==> src/rtl/core/lru_page_replacement_defines.svh <==
// Assertion macros shared by the LRU page replacement RTL.
// Each macro expects i_clk and i_rst_n in the enclosing module.
`ifndef LRU_PAGE_REPLACEMENT_DEFINES_SVH
`define LRU_PAGE_REPLACEMENT_DEFINES_SVH

`ifndef SYNTH
// same-cycle implication
`define LRP_ASSERT_NOW(lbl, ante, cons) \
    lbl: assert property (@(posedge i_clk) disable iff (!i_rst_n) (ante) |-> (cons)) \
        else $error("lru page replacement: same-cycle check failed");
// next-cycle implication
`define LRP_ASSERT_NEXT(lbl, ante, cons) \
    lbl: assert property (@(posedge i_clk) disable iff (!i_rst_n) (ante) |=> (cons)) \
        else $error("lru page replacement: next-cycle check failed");
`else
`define LRP_ASSERT_NOW(lbl, ante, cons)
`define LRP_ASSERT_NEXT(lbl, ante, cons)
`endif

`endif

==> src/rtl/core/lrp_pkg.sv <==
package lrp_pkg;

    localparam int MAX_FRAMES_DEF = 8;
    localparam int PAGE_BITS_DEF  = 16;
    localparam int CFG_BITS       = 4;
    localparam int COUNT_BITS     = 32;

    localparam logic [CFG_BITS-1:0] LIMIT_RESET = CFG_BITS'(3);

    // request from the pipeline into the frame store and the counters
    typedef struct packed {
        logic go;     // an access is processed this cycle
        logic clear;  // empty frames and counts before the access
    } t_frm_req;

    // outcome of one lookup
    typedef struct packed {
        logic hit;
        logic evict;
    } t_frm_stat;

endpackage

==> src/rtl/core/lrp_frames.sv <==
`include "lru_page_replacement_defines.svh"

module lrp_frames #(
    parameter int MAX_FRAMES = lrp_pkg::MAX_FRAMES_DEF,
    parameter int PAGE_BITS  = lrp_pkg::PAGE_BITS_DEF,
    parameter int SLOT_W     = (MAX_FRAMES > 1) ? $clog2(MAX_FRAMES) : 1,
    parameter int CNT_W      = $clog2(MAX_FRAMES + 1)
) (
    input  logic                  i_clk,
    input  logic                  i_rst_n,
    input  lrp_pkg::t_frm_req     i_req,
    input  logic [PAGE_BITS-1:0]  i_page,
    input  logic [CNT_W-1:0]      i_limit,
    output lrp_pkg::t_frm_stat    o_stat,
    output logic [SLOT_W-1:0]     o_slot,
    output logic [PAGE_BITS-1:0]  o_evict_page,
    output logic [CNT_W-1:0]      o_count
);
    import lrp_pkg::*;

    logic [PAGE_BITS-1:0] r_page [MAX_FRAMES];
    logic [SLOT_W-1:0]    r_rank [MAX_FRAMES];
    logic [CNT_W-1:0]     r_count;
    logic [CNT_W-1:0]     n_count;

    logic [CNT_W-1:0]      cnt;
    logic [CNT_W-1:0]      cnt_m1;
    logic [MAX_FRAMES-1:0] occ;
    logic [MAX_FRAMES-1:0] match;
    logic [MAX_FRAMES-1:0] victim;
    logic [MAX_FRAMES-1:0] age;
    logic [SLOT_W-1:0]     hit_slot;
    logic [SLOT_W-1:0]     vic_slot;
    logic [SLOT_W-1:0]     hit_rank;
    logic [SLOT_W-1:0]     ref_rank;
    logic [SLOT_W-1:0]     slot;
    logic [PAGE_BITS-1:0]  vic_page;
    logic                  hit;
    logic                  fill;
    logic                  evict;

    assign cnt    = i_req.clear ? '0 : r_count;
    assign cnt_m1 = cnt - CNT_W'(1);

    // occupied ranks form a permutation of 0..cnt-1, so the victim is unique
    always_comb begin
        hit_slot = '0;
        vic_slot = '0;
        hit_rank = '0;
        vic_page = '0;
        for (int i = 0; i < MAX_FRAMES; i++) begin
            occ[i]    = CNT_W'(i) < cnt;
            match[i]  = occ[i] && (r_page[i] == i_page);
            victim[i] = occ[i] && (r_rank[i] == cnt_m1[SLOT_W-1:0]);
            if (match[i]) begin
                hit_slot = hit_slot | SLOT_W'(i);
                hit_rank = hit_rank | r_rank[i];
            end
            if (victim[i]) begin
                vic_slot = vic_slot | SLOT_W'(i);
                vic_page = vic_page | r_page[i];
            end
        end
    end

    assign hit   = |match;
    assign fill  = !hit && (cnt < i_limit);
    assign evict = !hit && !fill;

    always_comb begin
        priority if (hit) begin
            slot = hit_slot;
        end else if (fill) begin
            slot = cnt[SLOT_W-1:0];
        end else begin
            slot = vic_slot;
        end
    end

    assign ref_rank = hit ? hit_rank : cnt_m1[SLOT_W-1:0];

    // frames more recent than the touched one age by one; a fill ages them all
    always_comb begin
        for (int i = 0; i < MAX_FRAMES; i++) begin
            age[i] = occ[i] && (SLOT_W'(i) != slot) && (fill || (r_rank[i] < ref_rank));
        end
    end

    assign n_count = fill ? cnt + CNT_W'(1) : cnt;

    always_ff @(posedge i_clk) begin
        if (!i_rst_n) begin
            r_count <= '0;
        end else if (i_req.go) begin
            r_count <= n_count;
        end
    end

    always_ff @(posedge i_clk) begin
        if (i_req.go) begin
            for (int i = 0; i < MAX_FRAMES; i++) begin
                if (SLOT_W'(i) == slot) begin
                    r_rank[i] <= '0;
                    if (!hit) begin
                        r_page[i] <= i_page;
                    end
                end else if (age[i]) begin
                    r_rank[i] <= r_rank[i] + SLOT_W'(1);
                end
            end
        end
    end

    assign o_stat.hit   = hit;
    assign o_stat.evict = evict;
    assign o_slot       = slot;
    assign o_evict_page = evict ? vic_page : '0;
    assign o_count      = n_count;

    `LRP_ASSERT_NOW(a_count_max, 1'b1, r_count <= CNT_W'(MAX_FRAMES))
    `LRP_ASSERT_NOW(a_match_one, i_req.go && hit, $onehot(match))
    `LRP_ASSERT_NOW(a_victim_one, i_req.go && evict, $onehot(victim))
    `LRP_ASSERT_NEXT(a_fill_grows, i_req.go && fill, r_count != '0)

endmodule

==> src/rtl/core/lrp_counters.sv <==
module lrp_counters (
    input  logic                           i_clk,
    input  logic                           i_rst_n,
    input  lrp_pkg::t_frm_req              i_req,
    input  logic                           i_hit,
    output logic [lrp_pkg::COUNT_BITS-1:0] o_fault_total,
    output logic [lrp_pkg::COUNT_BITS-1:0] o_hit_total
);
    import lrp_pkg::*;

    logic [COUNT_BITS-1:0] r_fault;
    logic [COUNT_BITS-1:0] r_hit;
    logic [COUNT_BITS-1:0] n_fault;
    logic [COUNT_BITS-1:0] n_hit;
    logic [COUNT_BITS-1:0] cur_fault;
    logic [COUNT_BITS-1:0] cur_hit;

    assign cur_fault = i_req.clear ? '0 : r_fault;
    assign cur_hit   = i_req.clear ? '0 : r_hit;

    // hold at all ones once saturated
    assign n_fault = (!i_hit && !(&cur_fault)) ? cur_fault + COUNT_BITS'(1) : cur_fault;
    assign n_hit   = (i_hit && !(&cur_hit)) ? cur_hit + COUNT_BITS'(1) : cur_hit;

    always_ff @(posedge i_clk) begin
        if (!i_rst_n) begin
            r_fault <= '0;
            r_hit   <= '0;
        end else if (i_req.go) begin
            r_fault <= n_fault;
            r_hit   <= n_hit;
        end
    end

    assign o_fault_total = n_fault;
    assign o_hit_total   = n_hit;

endmodule

==> src/rtl/core/lru_page_replacement.sv <==
// Channel  | Direction | Handshake                | Payload
// ---------+-----------+--------------------------+------------------------------------
// in       | input     | i_in_valid / o_in_stall  | i_page, i_start_new
// out      | output    | o_out_valid / i_out_stall| o_hit, o_slot, o_evicted_valid,
//          |           |                          | o_evicted_page, o_frames_used,
//          |           |                          | o_fault_total, o_hit_total
// cfg      | input     | i_cfg_we                 | i_cfg_wdata (frame limit)
//
// One access per cycle sustained unless the output stalls; input register, then result register.
// The rate is set by the combinational lookup, victim pick and rank update on the
// frame registers between the input register and the result register.
// Reset is synchronous; frame contents need no clearing pass, only the fill count.
// A stalled output holds its result; the input register keeps one access meanwhile.

module lru_page_replacement #(
    parameter int MAX_FRAMES = lrp_pkg::MAX_FRAMES_DEF,
    parameter int PAGE_BITS  = lrp_pkg::PAGE_BITS_DEF,
    parameter int SLOT_W     = (MAX_FRAMES > 1) ? $clog2(MAX_FRAMES) : 1,
    parameter int CNT_W      = $clog2(MAX_FRAMES + 1)
) (
    input  logic                           i_clk,
    input  logic                           i_rst_n,
    input  logic                           i_cfg_we,
    input  logic [lrp_pkg::CFG_BITS-1:0]   i_cfg_wdata,
    input  logic                           i_in_valid,
    output logic                           o_in_stall,
    input  logic [PAGE_BITS-1:0]           i_page,
    input  logic                           i_start_new,
    output logic                           o_out_valid,
    input  logic                           i_out_stall,
    output logic                           o_hit,
    output logic [SLOT_W-1:0]              o_slot,
    output logic                           o_evicted_valid,
    output logic [PAGE_BITS-1:0]           o_evicted_page,
    output logic [CNT_W-1:0]               o_frames_used,
    output logic [lrp_pkg::COUNT_BITS-1:0] o_fault_total,
    output logic [lrp_pkg::COUNT_BITS-1:0] o_hit_total
);
    import lrp_pkg::*;

    logic [CFG_BITS-1:0]   r_limit;
    logic [CNT_W-1:0]      eff_limit;

    logic                  r_in_vld;
    logic [PAGE_BITS-1:0]  r_in_page;
    logic                  r_in_start;

    logic                  r_out_vld;
    logic                  r_out_hit;
    logic [SLOT_W-1:0]     r_out_slot;
    logic                  r_out_evict;
    logic [PAGE_BITS-1:0]  r_out_evpage;
    logic [CNT_W-1:0]      r_out_used;
    logic [COUNT_BITS-1:0] r_out_fault;
    logic [COUNT_BITS-1:0] r_out_hits;

    logic                  out_ready;
    logic                  process;
    logic                  in_take;
    t_frm_req              req;
    t_frm_stat             stat;
    logic [SLOT_W-1:0]     slot;
    logic [PAGE_BITS-1:0]  ev_page;
    logic [CNT_W-1:0]      used;
    logic [COUNT_BITS-1:0] fault_total;
    logic [COUNT_BITS-1:0] hit_total;

    always_ff @(posedge i_clk) begin
        if (!i_rst_n) begin
            r_limit <= LIMIT_RESET;
        end else if (i_cfg_we) begin
            r_limit <= i_cfg_wdata;
        end
    end

    // zero acts as one, anything above the built frame count as that count
    always_comb begin
        priority if (r_limit == '0) begin
            eff_limit = CNT_W'(1);
        end else if (32'(r_limit) > 32'(MAX_FRAMES)) begin
            eff_limit = CNT_W'(MAX_FRAMES);
        end else begin
            eff_limit = CNT_W'(r_limit);
        end
    end

    assign out_ready  = !r_out_vld || !i_out_stall;
    assign process    = r_in_vld && out_ready;
    assign o_in_stall = r_in_vld && !out_ready;
    assign in_take    = i_in_valid && !o_in_stall;

    always_ff @(posedge i_clk) begin
        if (!i_rst_n) begin
            r_in_vld <= 1'b0;
        end else begin
            r_in_vld <= in_take || (r_in_vld && !process);
        end
    end

    always_ff @(posedge i_clk) begin
        if (in_take) begin
            r_in_page  <= i_page;
            r_in_start <= i_start_new;
        end
    end

    assign req.go    = process;
    assign req.clear = r_in_start;

    lrp_frames #(
        .MAX_FRAMES (MAX_FRAMES),
        .PAGE_BITS  (PAGE_BITS),
        .SLOT_W     (SLOT_W),
        .CNT_W      (CNT_W)
    ) u_frames (
        .i_clk        (i_clk),
        .i_rst_n      (i_rst_n),
        .i_req        (req),
        .i_page       (r_in_page),
        .i_limit      (eff_limit),
        .o_stat       (stat),
        .o_slot       (slot),
        .o_evict_page (ev_page),
        .o_count      (used)
    );

    lrp_counters u_counters (
        .i_clk         (i_clk),
        .i_rst_n       (i_rst_n),
        .i_req         (req),
        .i_hit         (stat.hit),
        .o_fault_total (fault_total),
        .o_hit_total   (hit_total)
    );

    always_ff @(posedge i_clk) begin
        if (!i_rst_n) begin
            r_out_vld <= 1'b0;
        end else if (out_ready) begin
            r_out_vld <= process;
        end
    end

    // advance the result register on each processed access, hold while stalled
    always_ff @(posedge i_clk) begin
        if (process) begin
            r_out_hit    <= stat.hit;
            r_out_slot   <= slot;
            r_out_evict  <= stat.evict;
            r_out_evpage <= ev_page;
            r_out_used   <= used;
            r_out_fault  <= fault_total;
            r_out_hits   <= hit_total;
        end
    end

    assign o_out_valid     = r_out_vld;
    assign o_hit           = r_out_hit;
    assign o_slot          = r_out_slot;
    assign o_evicted_valid = r_out_evict;
    assign o_evicted_page  = r_out_evpage;
    assign o_frames_used   = r_out_used;
    assign o_fault_total   = r_out_fault;
    assign o_hit_total     = r_out_hits;

endmodule

==> config.mk <==
export PLATFORM = sky130hd
export DESIGN_NAME = lru_page_replacement
export DESIGN_NICKNAME = d
export VERILOG_FILES = /design/src/rtl/core/lrp_pkg.sv /design/src/rtl/core/lrp_frames.sv /design/src/rtl/core/lrp_counters.sv /design/src/rtl/core/lru_page_replacement.sv
export VERILOG_INCLUDE_DIRS = /design/src /design/src/rtl/core
export SDC_FILE = /design/constraint.sdc
export NUM_CORES = 1
export LEC_CHECK = 0
export ABC_AREA = 1
export BUFFER_PORTS_ARGS = -buffer_cell sky130_fd_sc_hd__buf_2
export CAP_MARGIN = 40
export CORE_MARGIN = 2
export CORE_UTILIZATION = 62
export DETAILED_ROUTE_END_ITERATION = 12
export PLACE_DENSITY = 0.87
export SKIP_CTS_REPAIR_TIMING = 1
export SLEW_MARGIN = 20
export SYNTH_ARGS = -nofsm -noshare
export SYNTH_HDL_FRONTEND = slang
export SYNTH_HIERARCHICAL = 1
export SYNTH_SLANG_ARGS = --single-unit
==> constraint.sdc <==
create_clock -name i_clk -period 9.5 [get_ports i_clk]
set_input_delay 1.9 -clock i_clk [delete_from_list [all_inputs] [get_ports i_clk]]
set_output_delay 1.9 -clock i_clk [all_outputs]
set_load 0.03 [all_outputs]
==> run summary <==
Outcome: complete, no violations
Kind of critical path: flip-flop to flip-flop
# rows: 64
Worst endpoint required time: 9.73 ns
Detailed placement HPWL: 40.6 mm
Synth async-reset ratio: 0%
Max Cap Viol: 0
First-pass GRT wire length: 89.9 mm
Synthesized cell area: 0.0193 mm^2
Post-synth top area share: 40.2%
Top_reg_cell synth: edfxtp_1
Clk sinks: 332
Final RePlAce weighted congestion: 1.02
H-tree Lvls: 2
Avg WL per Cell: 19.9 um
GRT Total Usage: 35.1%
Most common library cells after synthesis: nand2_1 (662), inv_1 (317), nor2_1 (291), edfxtp_1 (258), nand3_1 (173)
Max-slew violations: 0
F_max: 222 MHz
Vias in the first global route: 16.5k
Netlist cell types: 53
Final setup viols: 0
Via count: 17.4k
DRT Pass-1 Iters: 7
Register area share after synthesis: 47.9%
HP Class: flip-flop to flip-flop
Power Density: 163 mW/mm^2
Fraction of layout cells with a size suffix above 1: 12.7%
Total CTS buffers: 37
WL final: 58.0 mm
I/O pin count: 117
Startpoint types: flip-flop
Worst vdd ir: 136 uV
Area occupied by multi-input gates: 0.00829 mm^2
EDFF count, synth: 258
Synth area leaders: edfxtp_1 (40%), nand2_1 (13%), dfxtp_1 (7.7%)
Syn_area_per_cell: 8.07 um^2
Synth area leader: edfxtp_1
Gr ovfl total: 0
Net Count, Synth: 2,447
Clock transition at the registers of the reported paths: 0.06 ns
Number of fill cells: 2,408
Post-DRT Antenna Nets: 0
Starting Density: 63.0%
Clock Skew: 0.0227 ns
Worst-Margin Slew: 1.01 ns
Max Fanout on Critical Path: 26
Synth Instances: 2,391
Largest net degree at the start of global routing: 201
Die X: 180 um
Worst Setup End Kind: flip-flop
Initial antenna violation count: 3
CTS max path bufs: 3
WP data arrival: 4.74 ns
Most numerous cell in the Yosys netlist: nand2_1
CTS tree: yes
Setup Total Neg Slack: 0 ns
Leakage power: 9.75 nW
Placeable Area: 0.0306 mm^2
Final hold vios: 0
Crit share post-route: 47.5%
Initial drt markers: 2,202
Placed inst area: 0.0201 mm^2
Slew headroom: 32.6%
Yosys reg bits: 332
Warnings, synthesis: 6
Final instance area: 0.0213 mm^2
RSZ-0062 raised after global routing: no
Register area: 0.00923 mm^2
Area delta synth->final: 10.6%
DIE AREA: 0.0325 mm^2
Vias/cell: 5.95
DRC Markers: 0
Die Y: 180 um
Port Buf Inserts: 116
Final Critical Period: 4.51 ns
CTS root buffer: clkbuf_16
Clk_lat worst skew: 0.54 ns
Final net count: 2,547
through the flow:
step	util (%)	worst slack [ns]	hold slack (ns)	std cells	total power, W
final	69.7	4.99	0.503	2916	0.00347
after global placement	65.4	5.22	0.457	2842	0.00205
after detailed placement	65.8	5.11	0.487	2848	0.00207
after global routing	69.7	4.75	0.538	2915	0.00357
after CTS	69.7	5.08	0.502	2915	0.00347
after floorplan	-	1.47	0.443	2391	0.00196
worst max-delay path, cell delays in order, from the launching register on:
cell and delay, ns:
edfxtp_1 0.32, buf_4 0.38, inv_4 0.12, nand2_1 0.21
inv_1 0.15, ha_1 0.26, nand3_1 0.12, nand2_2 0.11
nand3_1 0.09, nor2_1 0.06, nand3_1 0.19, nand2_2 0.13
nor2_8 0.21, nand2_2 0.20, o21ai_0 0.56, buf_4 0.28
ha_1 0.25, nand2_1 0.06, inv_1 0.04, nand2_1 0.06
nand2_1 0.05, nand2_1 0.07, nand3_2 0.13, nand2_1 0.17
flip-flops by register name, summed over array words and instances (netlist names), 4 cells and up:
name	cells
u_frames/r_count	4
o_evicted_page	16
u_counters/r_fault	32
u_frames/r_rank	24
u_counters/r_hit	32
r_limit	4
o_fault_total	32
o_hit_total	32
u_frames/r_page	128
r_in_page	16
o_frames_used	4
cells by family (layout without fill, tap and decap cells):
| kind of cell | after synthesis | after routing | share of synthesized area, % |
|---|---|---|---|
| flip-flops | 332 | 332 | 47.9 |
| AND/OR/NAND/NOR | 1314 | 1314 | 30.7 |
| other | 0 | 1 | 0 |
| AO/OA/AOI/OAI | 204 | 204 | 5.99 |
| XOR/XNOR | 91 | 91 | 4.27 |
| adder cells (fa/ha/maj) | 30 | 30 | 1.95 |
| buffers and inverters | 420 | 548 | 9.23 |
layer usage:
| layer | share of wire [%] | track usage (%) | up-vias |
|---|---|---|---|
| met5 | 0.022 | 0 | - |
| met4 | 5.1 | 16.3 | 2 |
| met3 | 9.3 | 5.30 | 195 |
| met2 | 47 | 58.0 | 1016 |
| met1 | 39 | 45.6 | 8180 |
| li1 | - | - | 7966 |
where the power goes:
part / switching [W] / internal, W / leakage, nW
Clock: 0.000592 / 0.000826 / 0.582
Sequential: 0.0000585 / 0.00162 / 3.01
Combinational: 0.000265 / 0.000108 / 6.15
Total: 0.000916 / 0.00256 / 9.75
layout by cell type, fill, tap and decap left out, types with 7 or more instances in the layout:
| cell type | n |
|---|---|
| nor2_4 | 7 |
| nor2_1 | 290 |
| nand2_2 | 22 |
| o21ai_1 | 12 |
| a221oi_1 | 14 |
| o21ai_0 | 63 |
| nand4_1 | 43 |
| dfxtp_1 | 74 |
| nand2_1 | 662 |
| a31oi_1 | 9 |
| xor2_1 | 33 |
| nor4_1 | 8 |
| buf_4 | 13 |
| inv_1 | 317 |
| clkbuf_16 | 38 |
| clkinv_1 | 7 |
| nor3_1 | 25 |
| nand3b_1 | 8 |
| nor2_2 | 16 |
| xnor2_1 | 56 |
| nand3_2 | 34 |
| nand3_1 | 173 |
| inv_2 | 26 |
| a21oi_1 | 70 |
| o22ai_1 | 23 |
| buf_2 | 116 |
| edfxtp_1 | 258 |
| ha_1 | 30 |
| clkbuf_1 | 9 |
layout make-up:
type                       instances  share of cell area, %
antenna                            1                 0.0117
clock buffer                      51                   4.88
clock inverter                    16                  0.728
inverter                         345                   6.09
multi-input combinational       1639                   38.9
sequential                       332                   43.3
tap                              396                   2.32
timing repair buffer             136                   3.81
path summary, 6_finish.rpt:
check / cells after the start / slack [ns] / start / end
setup / recovery: 23 / 4.99 / r_in_start / u_frames/r_rank[1][10]
hold / removal: 2 / 0.50 / r_limit[2] / r_limit[2]
setup reg to reg: 23 / 4.99 / r_in_start / u_frames/r_rank[1][10]
hold reg to reg: 2 / 0.50 / r_limit[2] / r_limit[2]
(Power assumes the default switching activity.)
